===== config.mk =====
export PLATFORM = sky130hd
export DESIGN_NAME = go_back_n_sender_window
export DESIGN_NICKNAME = d
export VERILOG_FILES = /design/src/hdl/gbn_pkg.sv /design/src/hdl/gbn_ram.sv /design/src/hdl/gbn_ctrl.sv /design/src/hdl/gbn_dp.sv /design/src/hdl/go_back_n_sender_window.sv
export SDC_FILE = /design/constraint.sdc
export NUM_CORES = 1
export LEC_CHECK = 0
export ABC_AREA = 1
export BUFFER_PORTS_ARGS = -buffer_cell sky130_fd_sc_hd__buf_4
export CAP_MARGIN = 10
export CORE_ASPECT_RATIO = 0.6
export CORE_MARGIN = 2
export CORE_UTILIZATION = 45
export CTS_CLUSTER_DIAMETER = 120
export DETAILED_ROUTE_END_ITERATION = 16
export SETUP_SLACK_MARGIN = 0.02
export SYNTH_ARGS = -nofsm -noshare
export SYNTH_HDL_FRONTEND = slang
export SYNTH_HIERARCHICAL = 1
export SYNTH_SLANG_ARGS = --single-unit

===== constraint.sdc =====
create_clock -name clock -period 8.25 [get_ports clock]
set_input_delay 0.825 -clock clock [delete_from_list [all_inputs] [get_ports clock]]
set_output_delay 0.825 -clock clock [all_outputs]
set_load 0.02 [all_outputs]

===== src/hdl/gbn_pkg.sv =====
// Shared types and constants for the go-back-N sender window.
// Depends on nothing; used by the controller, the datapath and the top level.
package gbn_pkg;

   localparam logic [1:0] KIND_SUBMIT = 2'd0;
   localparam logic [1:0] KIND_ACK    = 2'd1;
   localparam logic [1:0] KIND_TICK   = 2'd2;

   localparam logic [1:0] STATUS_FIRST   = 2'd0;
   localparam logic [1:0] STATUS_RESEND  = 2'd1;
   localparam logic [1:0] STATUS_REFUSED = 2'd2;

   localparam logic [15:0] TIMEOUT_RESET = 16'd300;

   typedef enum logic [4:0] {
      ST_IDLE  = 5'b00001,
      ST_EVAL  = 5'b00010,
      ST_READ  = 5'b00100,
      ST_EMIT  = 5'b01000,
      ST_STALL = 5'b10000
   } state_type;

   // Controller to datapath.
   typedef struct packed {
      logic take;      // capture the request
      logic eval;      // decide what the request does
      logic read;      // read slot or queue entry for the next result
      logic emit;      // present the result built from the read data
   } cmd_type;

   // Datapath to controller.
   typedef struct packed {
      logic more;      // another result follows for this request
      logic any;       // the request produces at least one result
   } stat_type;

endpackage


===== src/hdl/gbn_ram.sv =====
// Generic single-write, single-read RAM with a registered read port.
// No dependencies.
module gbn_ram #(
   parameter int WIDTH = 8,
   parameter int DEPTH = 8
) (
   input  logic                     clock,
   input  logic                     wr_en,
   input  logic [$clog2(DEPTH)-1:0] wr_addr,
   input  logic [WIDTH-1:0]         wr_data,
   input  logic [$clog2(DEPTH)-1:0] rd_addr,
   output logic [WIDTH-1:0]         rd_data
);
   logic [WIDTH-1:0] mem_ff [DEPTH];
   always_ff @(posedge clock) begin
      if (wr_en) begin
         mem_ff[wr_addr] <= wr_data;
      end
      rd_data <= mem_ff[rd_addr];
   end
endmodule


===== src/hdl/gbn_ctrl.sv =====
// Controller state machine of the go-back-N sender window.
// Depends on gbn_pkg.
module gbn_ctrl (
   input  logic              clock,
   input  logic              reset,
   input  logic              req_tvalid,
   output logic              req_tready,
   output logic              rsp_tvalid,
   input  logic              rsp_tready,
   input  gbn_pkg::stat_type stat,
   output gbn_pkg::cmd_type  cmd
);
   gbn_pkg::state_type state_ff, state_in;

   assign req_tready = (state_ff == gbn_pkg::ST_IDLE);
   assign rsp_tvalid = (state_ff == gbn_pkg::ST_STALL);

   always_comb begin
      state_in = state_ff;
      cmd      = '0;
      case (state_ff)
         gbn_pkg::ST_IDLE: begin
            if (req_tvalid) begin
               cmd.take = 1'b1;
               state_in = gbn_pkg::ST_EVAL;
            end
         end
         gbn_pkg::ST_EVAL: begin
            cmd.eval = 1'b1;
            state_in = gbn_pkg::ST_READ;
         end
         gbn_pkg::ST_READ: begin
            if (stat.any) begin
               cmd.read = 1'b1;
               state_in = gbn_pkg::ST_EMIT;
            end else begin
               state_in = gbn_pkg::ST_IDLE;
            end
         end
         gbn_pkg::ST_EMIT: begin
            cmd.emit = 1'b1;
            state_in = gbn_pkg::ST_STALL;
         end
         gbn_pkg::ST_STALL: begin
            if (rsp_tready) begin
               state_in = stat.more ? gbn_pkg::ST_READ : gbn_pkg::ST_IDLE;
            end
         end
         default: state_in = gbn_pkg::ST_IDLE;
      endcase
   end

   always_ff @(posedge clock) begin
      if (reset) begin
         state_ff <= gbn_pkg::ST_IDLE;
      end else begin
         state_ff <= state_in;
      end
   end

   a_onehot: assert property (@(posedge clock) disable iff (reset) $onehot(state_ff))
      else $error("controller state not one-hot");
   a_no_overlap: assert property (@(posedge clock) disable iff (reset)
      !(req_tready && rsp_tvalid)) else $error("accept during result");
   a_stall_hold: assert property (@(posedge clock) disable iff (reset)
      rsp_tvalid && !rsp_tready |=> rsp_tvalid) else $error("result dropped");
endmodule


===== src/hdl/gbn_dp.sv =====
// Datapath of the go-back-N sender window: counters, slot store, wait queue.
// Depends on gbn_pkg and gbn_ram.
module gbn_dp #(
   parameter int WINDOW_SLOTS  = 8,
   parameter int WAITING_DEPTH = 16,
   parameter int MAX_PAYLOAD   = 121
) (
   input  logic              clock,
   input  logic              reset,
   input  gbn_pkg::cmd_type  cmd,
   output gbn_pkg::stat_type stat,
   input  logic [1:0]        kind,
   input  logic [15:0]       payload_handle,
   input  logic [6:0]        payload_length,
   input  logic [31:0]       ack_number,
   input  logic              ack_intact,
   input  logic              csr_valid,
   input  logic [15:0]       csr_data,
   output logic [1:0]        status,
   output logic [31:0]       sequence_number,
   output logic [15:0]       sent_handle,
   output logic [6:0]        sent_length,
   output logic              last
);
   localparam int SW = (WINDOW_SLOTS > 1) ? $clog2(WINDOW_SLOTS) : 1;
   localparam int CW = $clog2(WINDOW_SLOTS + 1);
   localparam int QW = (WAITING_DEPTH > 1) ? $clog2(WAITING_DEPTH) : 1;
   localparam int QCW = $clog2(WAITING_DEPTH + 1);
   localparam logic [6:0] MAXLEN = 7'(MAX_PAYLOAD);
   localparam logic [CW-1:0] SLOTS = CW'(WINDOW_SLOTS);
   localparam logic [QCW-1:0] QDEPTH = QCW'(WAITING_DEPTH);

   typedef enum logic [1:0] { OP_NONE, OP_SEND, OP_REFILL, OP_RESEND } op_type;

   logic [15:0]    timeout_ff;
   logic [31:0]    next_seq_ff, oldest_ff, tick_ff;
   logic [CW-1:0]  inflight_ff;
   logic [QW-1:0]  qhead_ff;
   logic [QCW-1:0] qcount_ff;
   logic [1:0]     kind_ff;
   logic [15:0]    h_ff;
   logic [6:0]     len_ff;
   logic [31:0]    ack_ff;
   logic           intact_ff;
   op_type         op_ff;
   logic [CW-1:0]  cnt_ff;      // results still to emit
   logic [CW-1:0]  idx_ff;      // resend offset
   logic [1:0]     st_ff;
   logic [31:0]    seq_ff;
   logic [15:0]    oh_ff;
   logic [6:0]     ol_ff;
   logic           olast_ff;
   logic           tick_eval_ff; // waiting for oldest timestamp

   logic [6:0]  len_sat;
   logic [31:0] ack_off;
   logic [31:0] cur_seq;
   logic [22:0] slot_wdata, slot_rdata, q_rdata;
   logic [31:0] ts_rdata;
   logic        slot_we, ts_we, q_we;
   logic [SW-1:0] slot_waddr, slot_raddr, ts_waddr;
   logic [31:0] ts_wdata;
   logic [QW-1:0] q_waddr;
   logic        timeout_hit;

   assign len_sat = (payload_length > MAXLEN) ? MAXLEN : payload_length;
   assign ack_off = ack_ff - oldest_ff;

   // The oldest timestamp is on the read port in the cycle after eval.
   assign timeout_hit = tick_eval_ff && (tick_ff - ts_rdata >= 32'(timeout_ff));

   // Sequence of the result being prepared in ST_READ.
   assign cur_seq = (op_ff == OP_RESEND || tick_eval_ff) ? oldest_ff + 32'(idx_ff)
                                                         : oldest_ff + 32'(inflight_ff);

   assign stat.any  = (cnt_ff != '0) || timeout_hit;
   assign stat.more = (cnt_ff != '0);

   always_comb begin
      slot_raddr = cur_seq[SW-1:0];
      if (cmd.eval) slot_raddr = oldest_ff[SW-1:0];
   end

   // Slot writes at emit: a new send of a submit or a refill; a resend rewrites only the timestamp.
   always_comb begin
      slot_we = 1'b0; ts_we = 1'b0;
      slot_waddr = cur_seq[SW-1:0];
      ts_waddr = cur_seq[SW-1:0];
      slot_wdata = {h_ff, len_ff};
      ts_wdata = tick_ff;
      if (cmd.emit) begin
         case (op_ff)
            OP_SEND:   begin slot_we = 1'b1; ts_we = 1'b1; end
            OP_REFILL: begin
               slot_we = 1'b1; ts_we = 1'b1; slot_wdata = q_rdata;
            end
            OP_RESEND: ts_we = 1'b1;
            default: ;
         endcase
      end
   end

   assign q_we    = cmd.eval && (kind_ff == gbn_pkg::KIND_SUBMIT) && (len_ff != '0)
                    && !(inflight_ff < SLOTS && qcount_ff == '0) && (qcount_ff < QDEPTH);
   assign q_waddr = QW'((QCW'(qhead_ff) + qcount_ff) % QCW'(WAITING_DEPTH));

   gbn_ram #(.WIDTH(23), .DEPTH(WINDOW_SLOTS)) u_slot (
      .clock, .wr_en(slot_we), .wr_addr(slot_waddr), .wr_data(slot_wdata),
      .rd_addr(slot_raddr), .rd_data(slot_rdata));
   gbn_ram #(.WIDTH(32), .DEPTH(WINDOW_SLOTS)) u_ts (
      .clock, .wr_en(ts_we), .wr_addr(ts_waddr), .wr_data(ts_wdata),
      .rd_addr(slot_raddr), .rd_data(ts_rdata));
   gbn_ram #(.WIDTH(23), .DEPTH(WAITING_DEPTH)) u_q (
      .clock, .wr_en(q_we), .wr_addr(q_waddr), .wr_data({h_ff, len_ff}),
      .rd_addr(qhead_ff), .rd_data(q_rdata));

   always_ff @(posedge clock) begin
      if (cmd.take) begin
         kind_ff <= kind; h_ff <= payload_handle; len_ff <= len_sat;
         ack_ff <= ack_number; intact_ff <= ack_intact;
      end
      if (cmd.emit) begin
         seq_ff <= (op_ff == OP_NONE) ? next_seq_ff : cur_seq;
         st_ff <= (op_ff == OP_RESEND) ? gbn_pkg::STATUS_RESEND
                : (op_ff == OP_NONE) ? gbn_pkg::STATUS_REFUSED : gbn_pkg::STATUS_FIRST;
         oh_ff <= (op_ff == OP_REFILL) ? q_rdata[22:7]
                : (op_ff == OP_RESEND) ? slot_rdata[22:7] : h_ff;
         ol_ff <= (op_ff == OP_REFILL) ? q_rdata[6:0]
                : (op_ff == OP_RESEND) ? slot_rdata[6:0] : len_ff;
         olast_ff <= (cnt_ff == CW'(1));
      end
   end

   always_ff @(posedge clock) begin
      if (reset) begin
         timeout_ff <= gbn_pkg::TIMEOUT_RESET;
         next_seq_ff <= '0; oldest_ff <= '0; tick_ff <= '0;
         inflight_ff <= '0; qhead_ff <= '0; qcount_ff <= '0;
         op_ff <= OP_NONE; cnt_ff <= '0; idx_ff <= '0; tick_eval_ff <= 1'b0;
      end else begin
         if (csr_valid) timeout_ff <= csr_data;
         if (cmd.take) begin
            cnt_ff <= '0; idx_ff <= '0; op_ff <= OP_NONE; tick_eval_ff <= 1'b0;
         end
         if (cmd.eval) begin
            case (kind_ff)
               gbn_pkg::KIND_SUBMIT: begin
                  if (len_ff != '0) begin
                     if (inflight_ff < SLOTS && qcount_ff == '0) begin
                        op_ff <= OP_SEND; cnt_ff <= CW'(1);
                        next_seq_ff <= next_seq_ff + 32'd1;
                     end else if (qcount_ff < QDEPTH) begin
                        qcount_ff <= qcount_ff + QCW'(1);
                        next_seq_ff <= next_seq_ff + 32'd1;
                     end else begin
                        op_ff <= OP_NONE; cnt_ff <= CW'(1);
                     end
                  end
               end
               gbn_pkg::KIND_ACK: begin
                  if (intact_ff && ack_off < 32'(inflight_ff)) begin
                     oldest_ff <= ack_ff + 32'd1;
                     inflight_ff <= inflight_ff - CW'(ack_off) - CW'(1);
                     op_ff <= OP_REFILL;
                     if (32'(SLOTS - (inflight_ff - CW'(ack_off) - CW'(1)))
                         < 32'(qcount_ff))
                        cnt_ff <= SLOTS - (inflight_ff - CW'(ack_off) - CW'(1));
                     else
                        cnt_ff <= CW'(qcount_ff);
                  end
               end
               gbn_pkg::KIND_TICK: begin
                  tick_ff <= tick_ff + 32'd1;
                  tick_eval_ff <= (inflight_ff != '0);
               end
               default: ;
            endcase
         end
         // Timestamp of the oldest slot is valid in the cycle after eval.
         if (tick_eval_ff) begin
            tick_eval_ff <= 1'b0;
            if (timeout_hit) begin
               op_ff <= OP_RESEND; cnt_ff <= inflight_ff;
            end
         end
         if (cmd.emit) begin
            cnt_ff <= cnt_ff - CW'(1);
            case (op_ff)
               OP_SEND: inflight_ff <= inflight_ff + CW'(1);
               OP_REFILL: begin
                  inflight_ff <= inflight_ff + CW'(1);
                  qhead_ff <= QW'((QCW'(qhead_ff) + QCW'(1)) % QCW'(WAITING_DEPTH));
                  qcount_ff <= qcount_ff - QCW'(1);
               end
               OP_RESEND: idx_ff <= idx_ff + CW'(1);
               default: ;
            endcase
         end
      end
   end

   assign status = st_ff;
   assign sequence_number = seq_ff;
   assign sent_handle = oh_ff;
   assign sent_length = ol_ff;
   assign last = olast_ff;

   a_window: assert property (@(posedge clock) disable iff (reset) inflight_ff <= SLOTS)
      else $error("window overfull");
   a_queue: assert property (@(posedge clock) disable iff (reset) qcount_ff <= QDEPTH)
      else $error("queue overfull");
   a_refill: assert property (@(posedge clock) disable iff (reset)
      cmd.emit && op_ff == OP_REFILL |-> qcount_ff != '0) else $error("refill from empty");
endmodule


===== src/hdl/go_back_n_sender_window.sv =====
// Go-back-N sender window: top level joining the controller and the datapath.
// Depends on gbn_pkg, gbn_ctrl, gbn_dp and gbn_ram.
//
// One request transaction is taken at a time. A request is taken and
// evaluated, and then each result it causes goes through a slot or queue
// read, a result build and an output that holds while the receiver stalls.
// The request side is ready only while no result is pending. Results are one
// rsp transaction each, with tlast marking the final result of a request. The
// user must write the timeout register through the csr channel only while the
// block is idle; the block itself does not enforce this. The timeout is
// checked only when a tick request arrives.
module go_back_n_sender_window #(
   parameter int WINDOW_SLOTS  = 8,
   parameter int WAITING_DEPTH = 16,
   parameter int MAX_PAYLOAD   = 121
) (
   input  logic        clock,
   input  logic        reset,
   input  logic        req_tvalid,
   output logic        req_tready,
   input  logic [55:0] req_tdata,   // payload_handle[15:0], payload_length[22:16],
                                    // ack_number[54:23], ack_intact[55]
   input  logic [1:0]  req_tuser,   // kind
   output logic        rsp_tvalid,
   input  logic        rsp_tready,
   output logic [55:0] rsp_tdata,   // sequence_number[31:0], sent_handle[47:32],
                                    // sent_length[54:48], zero[55]
   output logic [1:0]  rsp_tuser,   // status
   output logic        rsp_tlast,
   input  logic        csr_valid,
   output logic        csr_ready,
   input  logic [15:0] csr_data
);
   gbn_pkg::cmd_type  cmd;
   gbn_pkg::stat_type stat;
   logic [31:0] seq;
   logic [15:0] h;
   logic [6:0]  len;

   assign csr_ready = 1'b1;

   gbn_ctrl u_ctrl (
      .clock, .reset, .req_tvalid, .req_tready, .rsp_tvalid, .rsp_tready,
      .stat, .cmd);

   gbn_dp #(.WINDOW_SLOTS(WINDOW_SLOTS), .WAITING_DEPTH(WAITING_DEPTH),
            .MAX_PAYLOAD(MAX_PAYLOAD)) u_dp (
      .clock, .reset, .cmd, .stat,
      .kind(req_tuser), .payload_handle(req_tdata[15:0]),
      .payload_length(req_tdata[22:16]), .ack_number(req_tdata[54:23]),
      .ack_intact(req_tdata[55]), .csr_valid, .csr_data,
      .status(rsp_tuser), .sequence_number(seq), .sent_handle(h),
      .sent_length(len), .last(rsp_tlast));

   assign rsp_tdata = {1'b0, len, h, seq};
endmodule


==> results.toml <==
[layout]
final_cells = 8014
layout.cells.most_common = "nand2_1"
nets = 6505
fill_cells = 11374
drive_gt1_share_pct = 7.50
area_growth_pct = 10.6
layout_common_cells = "1926 x nand2_1, 1154 x inv_1, 924 x edfxtp_1"

[floorplanning]
fp-row-count = 99
core_um2 = 122000
ios = 141
fp.dieH_um = 275
start_util_pct = 45.4
die_w_um = 456
dieArea_um2 = 126000

[hold_path]
hold-path-endpoint = "u_dp/h_ff[3]"
holdPathStages = 1
hold_class = "primary input to flop"
holdCritStartpoint = "req_tdata[3]"

[clock_network]
cts_tree = "done"
ctsHoldBuffers = 0
cts_made_buffers = 106
clockRootBuffer = "clkbuf_16"
clkTransAtPathRegs_ns = 0.07
cts-resized-gates = 0
cts_max_level = 3
clk_path_buf_depth = 3
cts_setup_buffers = 0
insertion_delay_ns = 0.73
clock_sinks = 1143

[setup_path]
arrival_ns = 5.52
reg2reg_from = "u_dp/op_ff[1]"
critPathLaunchType = "flop"
worstRegToRegCells = 15
rrSetupSlack_ns = 3.32
path_common_cell = "nand2_1"
worstPathRequired_ns = 8.84
r2r-end = "u_dp/u_ts/rd_data[15]"
crit_buf_inv = 4
path_delay_family = "buffers and inverters"
path_class = "flop to flop"
slowest_delay_ns = 0.68
crit_slowest_cell = "buf_4"
cp_cell_sequence = "ha_1 > buf_4 > nor2_1 > nand2_1 > o21ai_0 > ha_1 > fa_1 > xor2_1 > nand2_1 > o21ai_4 > buf_4 > inv_1 > buf_4 > nand2_1 > nand2_1"
crit_fanout = 40
endpoint_kind = "flop"

[timing]
hold_ws_ns = 0.271
clock_skew_ns = 0.0362
drv_slew = 0
hold_viol_final = 0
setup_ws_ns = 3.32
timing.final.crit_share_pct = 59.8
rsz0062_at_grt = "false"
max_freq_mhz = 203
tns_ns = 0
period_needed_ns = 4.93
setup_violations = 0
max_slew_margin_pct = 23.7
tightestPinTransition_ns = 1.14

[detailed_routing]
wirelength_um = 147000
drc = 0
drt_iter0_markers = 4153
drt_pass1_iterations = 6
route.detailed.wl_per_inst_um = 18.3
ant_nets = 0
avgViaCountPerCell = 5.08
vias = 40711

[grt]
gr-usage-met3_pct = 3.70
grt_pass1_vias = 37112
grt_max_degree = 98
grt-ovfl-total = 0
antenna_found_initial = 2
grt.busiest_layer = "met1"
use_met2_pct = 31.7
globalRouteMet1Util_pct = 37.8
grt.total_usage_pct = 23.1
grt_pass1_wl_um = 225000

[pwr]
p_sw_w = 0.00271
internal_power_w = 0.00915
ir_worst_vdd_mv = 0.154
power_leakage_nw = 26.7
power_frac_comb_pct = 5.0
seq_power_share_pct = 53.9
p_per_area_nw_per_um2 = 194
power_frac_clock_pct = 41.1
swShare_pct = 22.9

[placement]
place.port_buffers = 138
dp_slack_ns = 3.39
placed_cells = 7813
hpwlAfterDp_um = 94600
globalplace.congestion = 0.904

[job]
max-cap-violations = 0

[outcome]
status = "completed"

[yosys]
yosysWarnings = 6
syn_area_um2 = 55300
syn_avg_cell_area_um2 = 8.89
synth_nets = 6416
syn_inst = 6216
power groups by stage:
stage               clock network (W)  registers [W]  logic (W)
finish                        0.00488        0.00639   0.000594
global route                  0.00521        0.00640   0.000671
CTS                           0.00499        0.00639   0.000591
detailed placement                  0        0.00652   0.000589
global placement                    0        0.00652   0.000582
floorplan                           0        0.00649   0.000379
sequential cells by signal (all words and copies together), names as in the netlist, 7 cells and up:
signal and cells:
u_dp/u_slot/rd_data 23, u_dp/ack_ff 32, u_dp/tick_ff 32, u_dp/len_ff 7
u_dp/u_slot/mem_ff 184, u_dp/next_seq_ff 32, u_dp/h_ff 16, u_dp/u_q/mem_ff 368
u_dp/u_ts/rd_data 32, u_dp/sent_length 7, u_dp/timeout_ff 16, u_dp/sent_handle 16
u_dp/u_q/rd_data 23, u_dp/sequence_number 32, u_dp/u_ts/mem_ff 256, u_dp/oldest_ff 32
per-stage QoR:
step | util [%] | area, um^2 | power (W)
3_3_place_gp | 47.4 | 57700 | 0.00710
3_5_place_dp | 47.4 | 57700 | 0.00711
2_1_floorplan | - | 55300 | 0.00687
5_1_grt | 50.3 | 61100 | 0.0123
4_1_cts | 50.2 | 61100 | 0.0120
6_report | 50.3 | 61100 | 0.0119
how the worst max path moves through the flow:
| stage | to | from | depth (start not counted) | slack (ns) |
|---|---|---|---|---|
| 6_report | u_dp/u_ts/rd_data[15] | u_dp/op_ff[1] | 15 | 3.32 |
| 5_1_grt | u_dp/u_ts/rd_data[27] | u_dp/op_ff[1] | 14 | 3.06 |
| 4_1_cts | u_dp/u_ts/rd_data[27] | u_dp/op_ff[1] | 15 | 3.35 |
| 3_5_place_dp | u_dp/u_ts/rd_data[8] | u_dp/op_ff[1] | 15 | 3.39 |
| 3_3_place_gp | u_dp/u_ts/rd_data[15] | u_dp/op_ff[1] | 14 | 3.56 |
| 2_1_floorplan | u_dp/u_ts/mem_ff[1][0] | u_ctrl/state_ff[1] | 7 | 1.90 |
worst reg2reg max path, delay by kind of cell (launching register included):
kind	cells	cell delay, ns
AOI/OAI and AO/OA	2	0.41
adders and majority gates	3	0.80
and+or+nand+nor	5	0.71
xor gates and xnor gates	1	0.51
buffers and inverters	4	1.99
DFF	1	0.38
final cells by class:
class	count	area [um^2]	area share (%)
sequential	1143	32100	52.6
clock inverter	67	558	0.913
tap	1616	2020	3.31
timing repair buffer	191	1450	2.37
antenna	1	2.50	0.00409
multi-input combinational	3687	17700	28.9
clock buffer	133	2870	4.69
inverter	1176	4420	7.24
per-layer routing:
metal  up-vias  share of wire [%]
li1      20007                  -
met1     19130                 51
met2      1408                 39
met3       166                7.9
met4         0                1.7
met5         -                  0
Note: power is estimated with default switching activity, not from simulation.
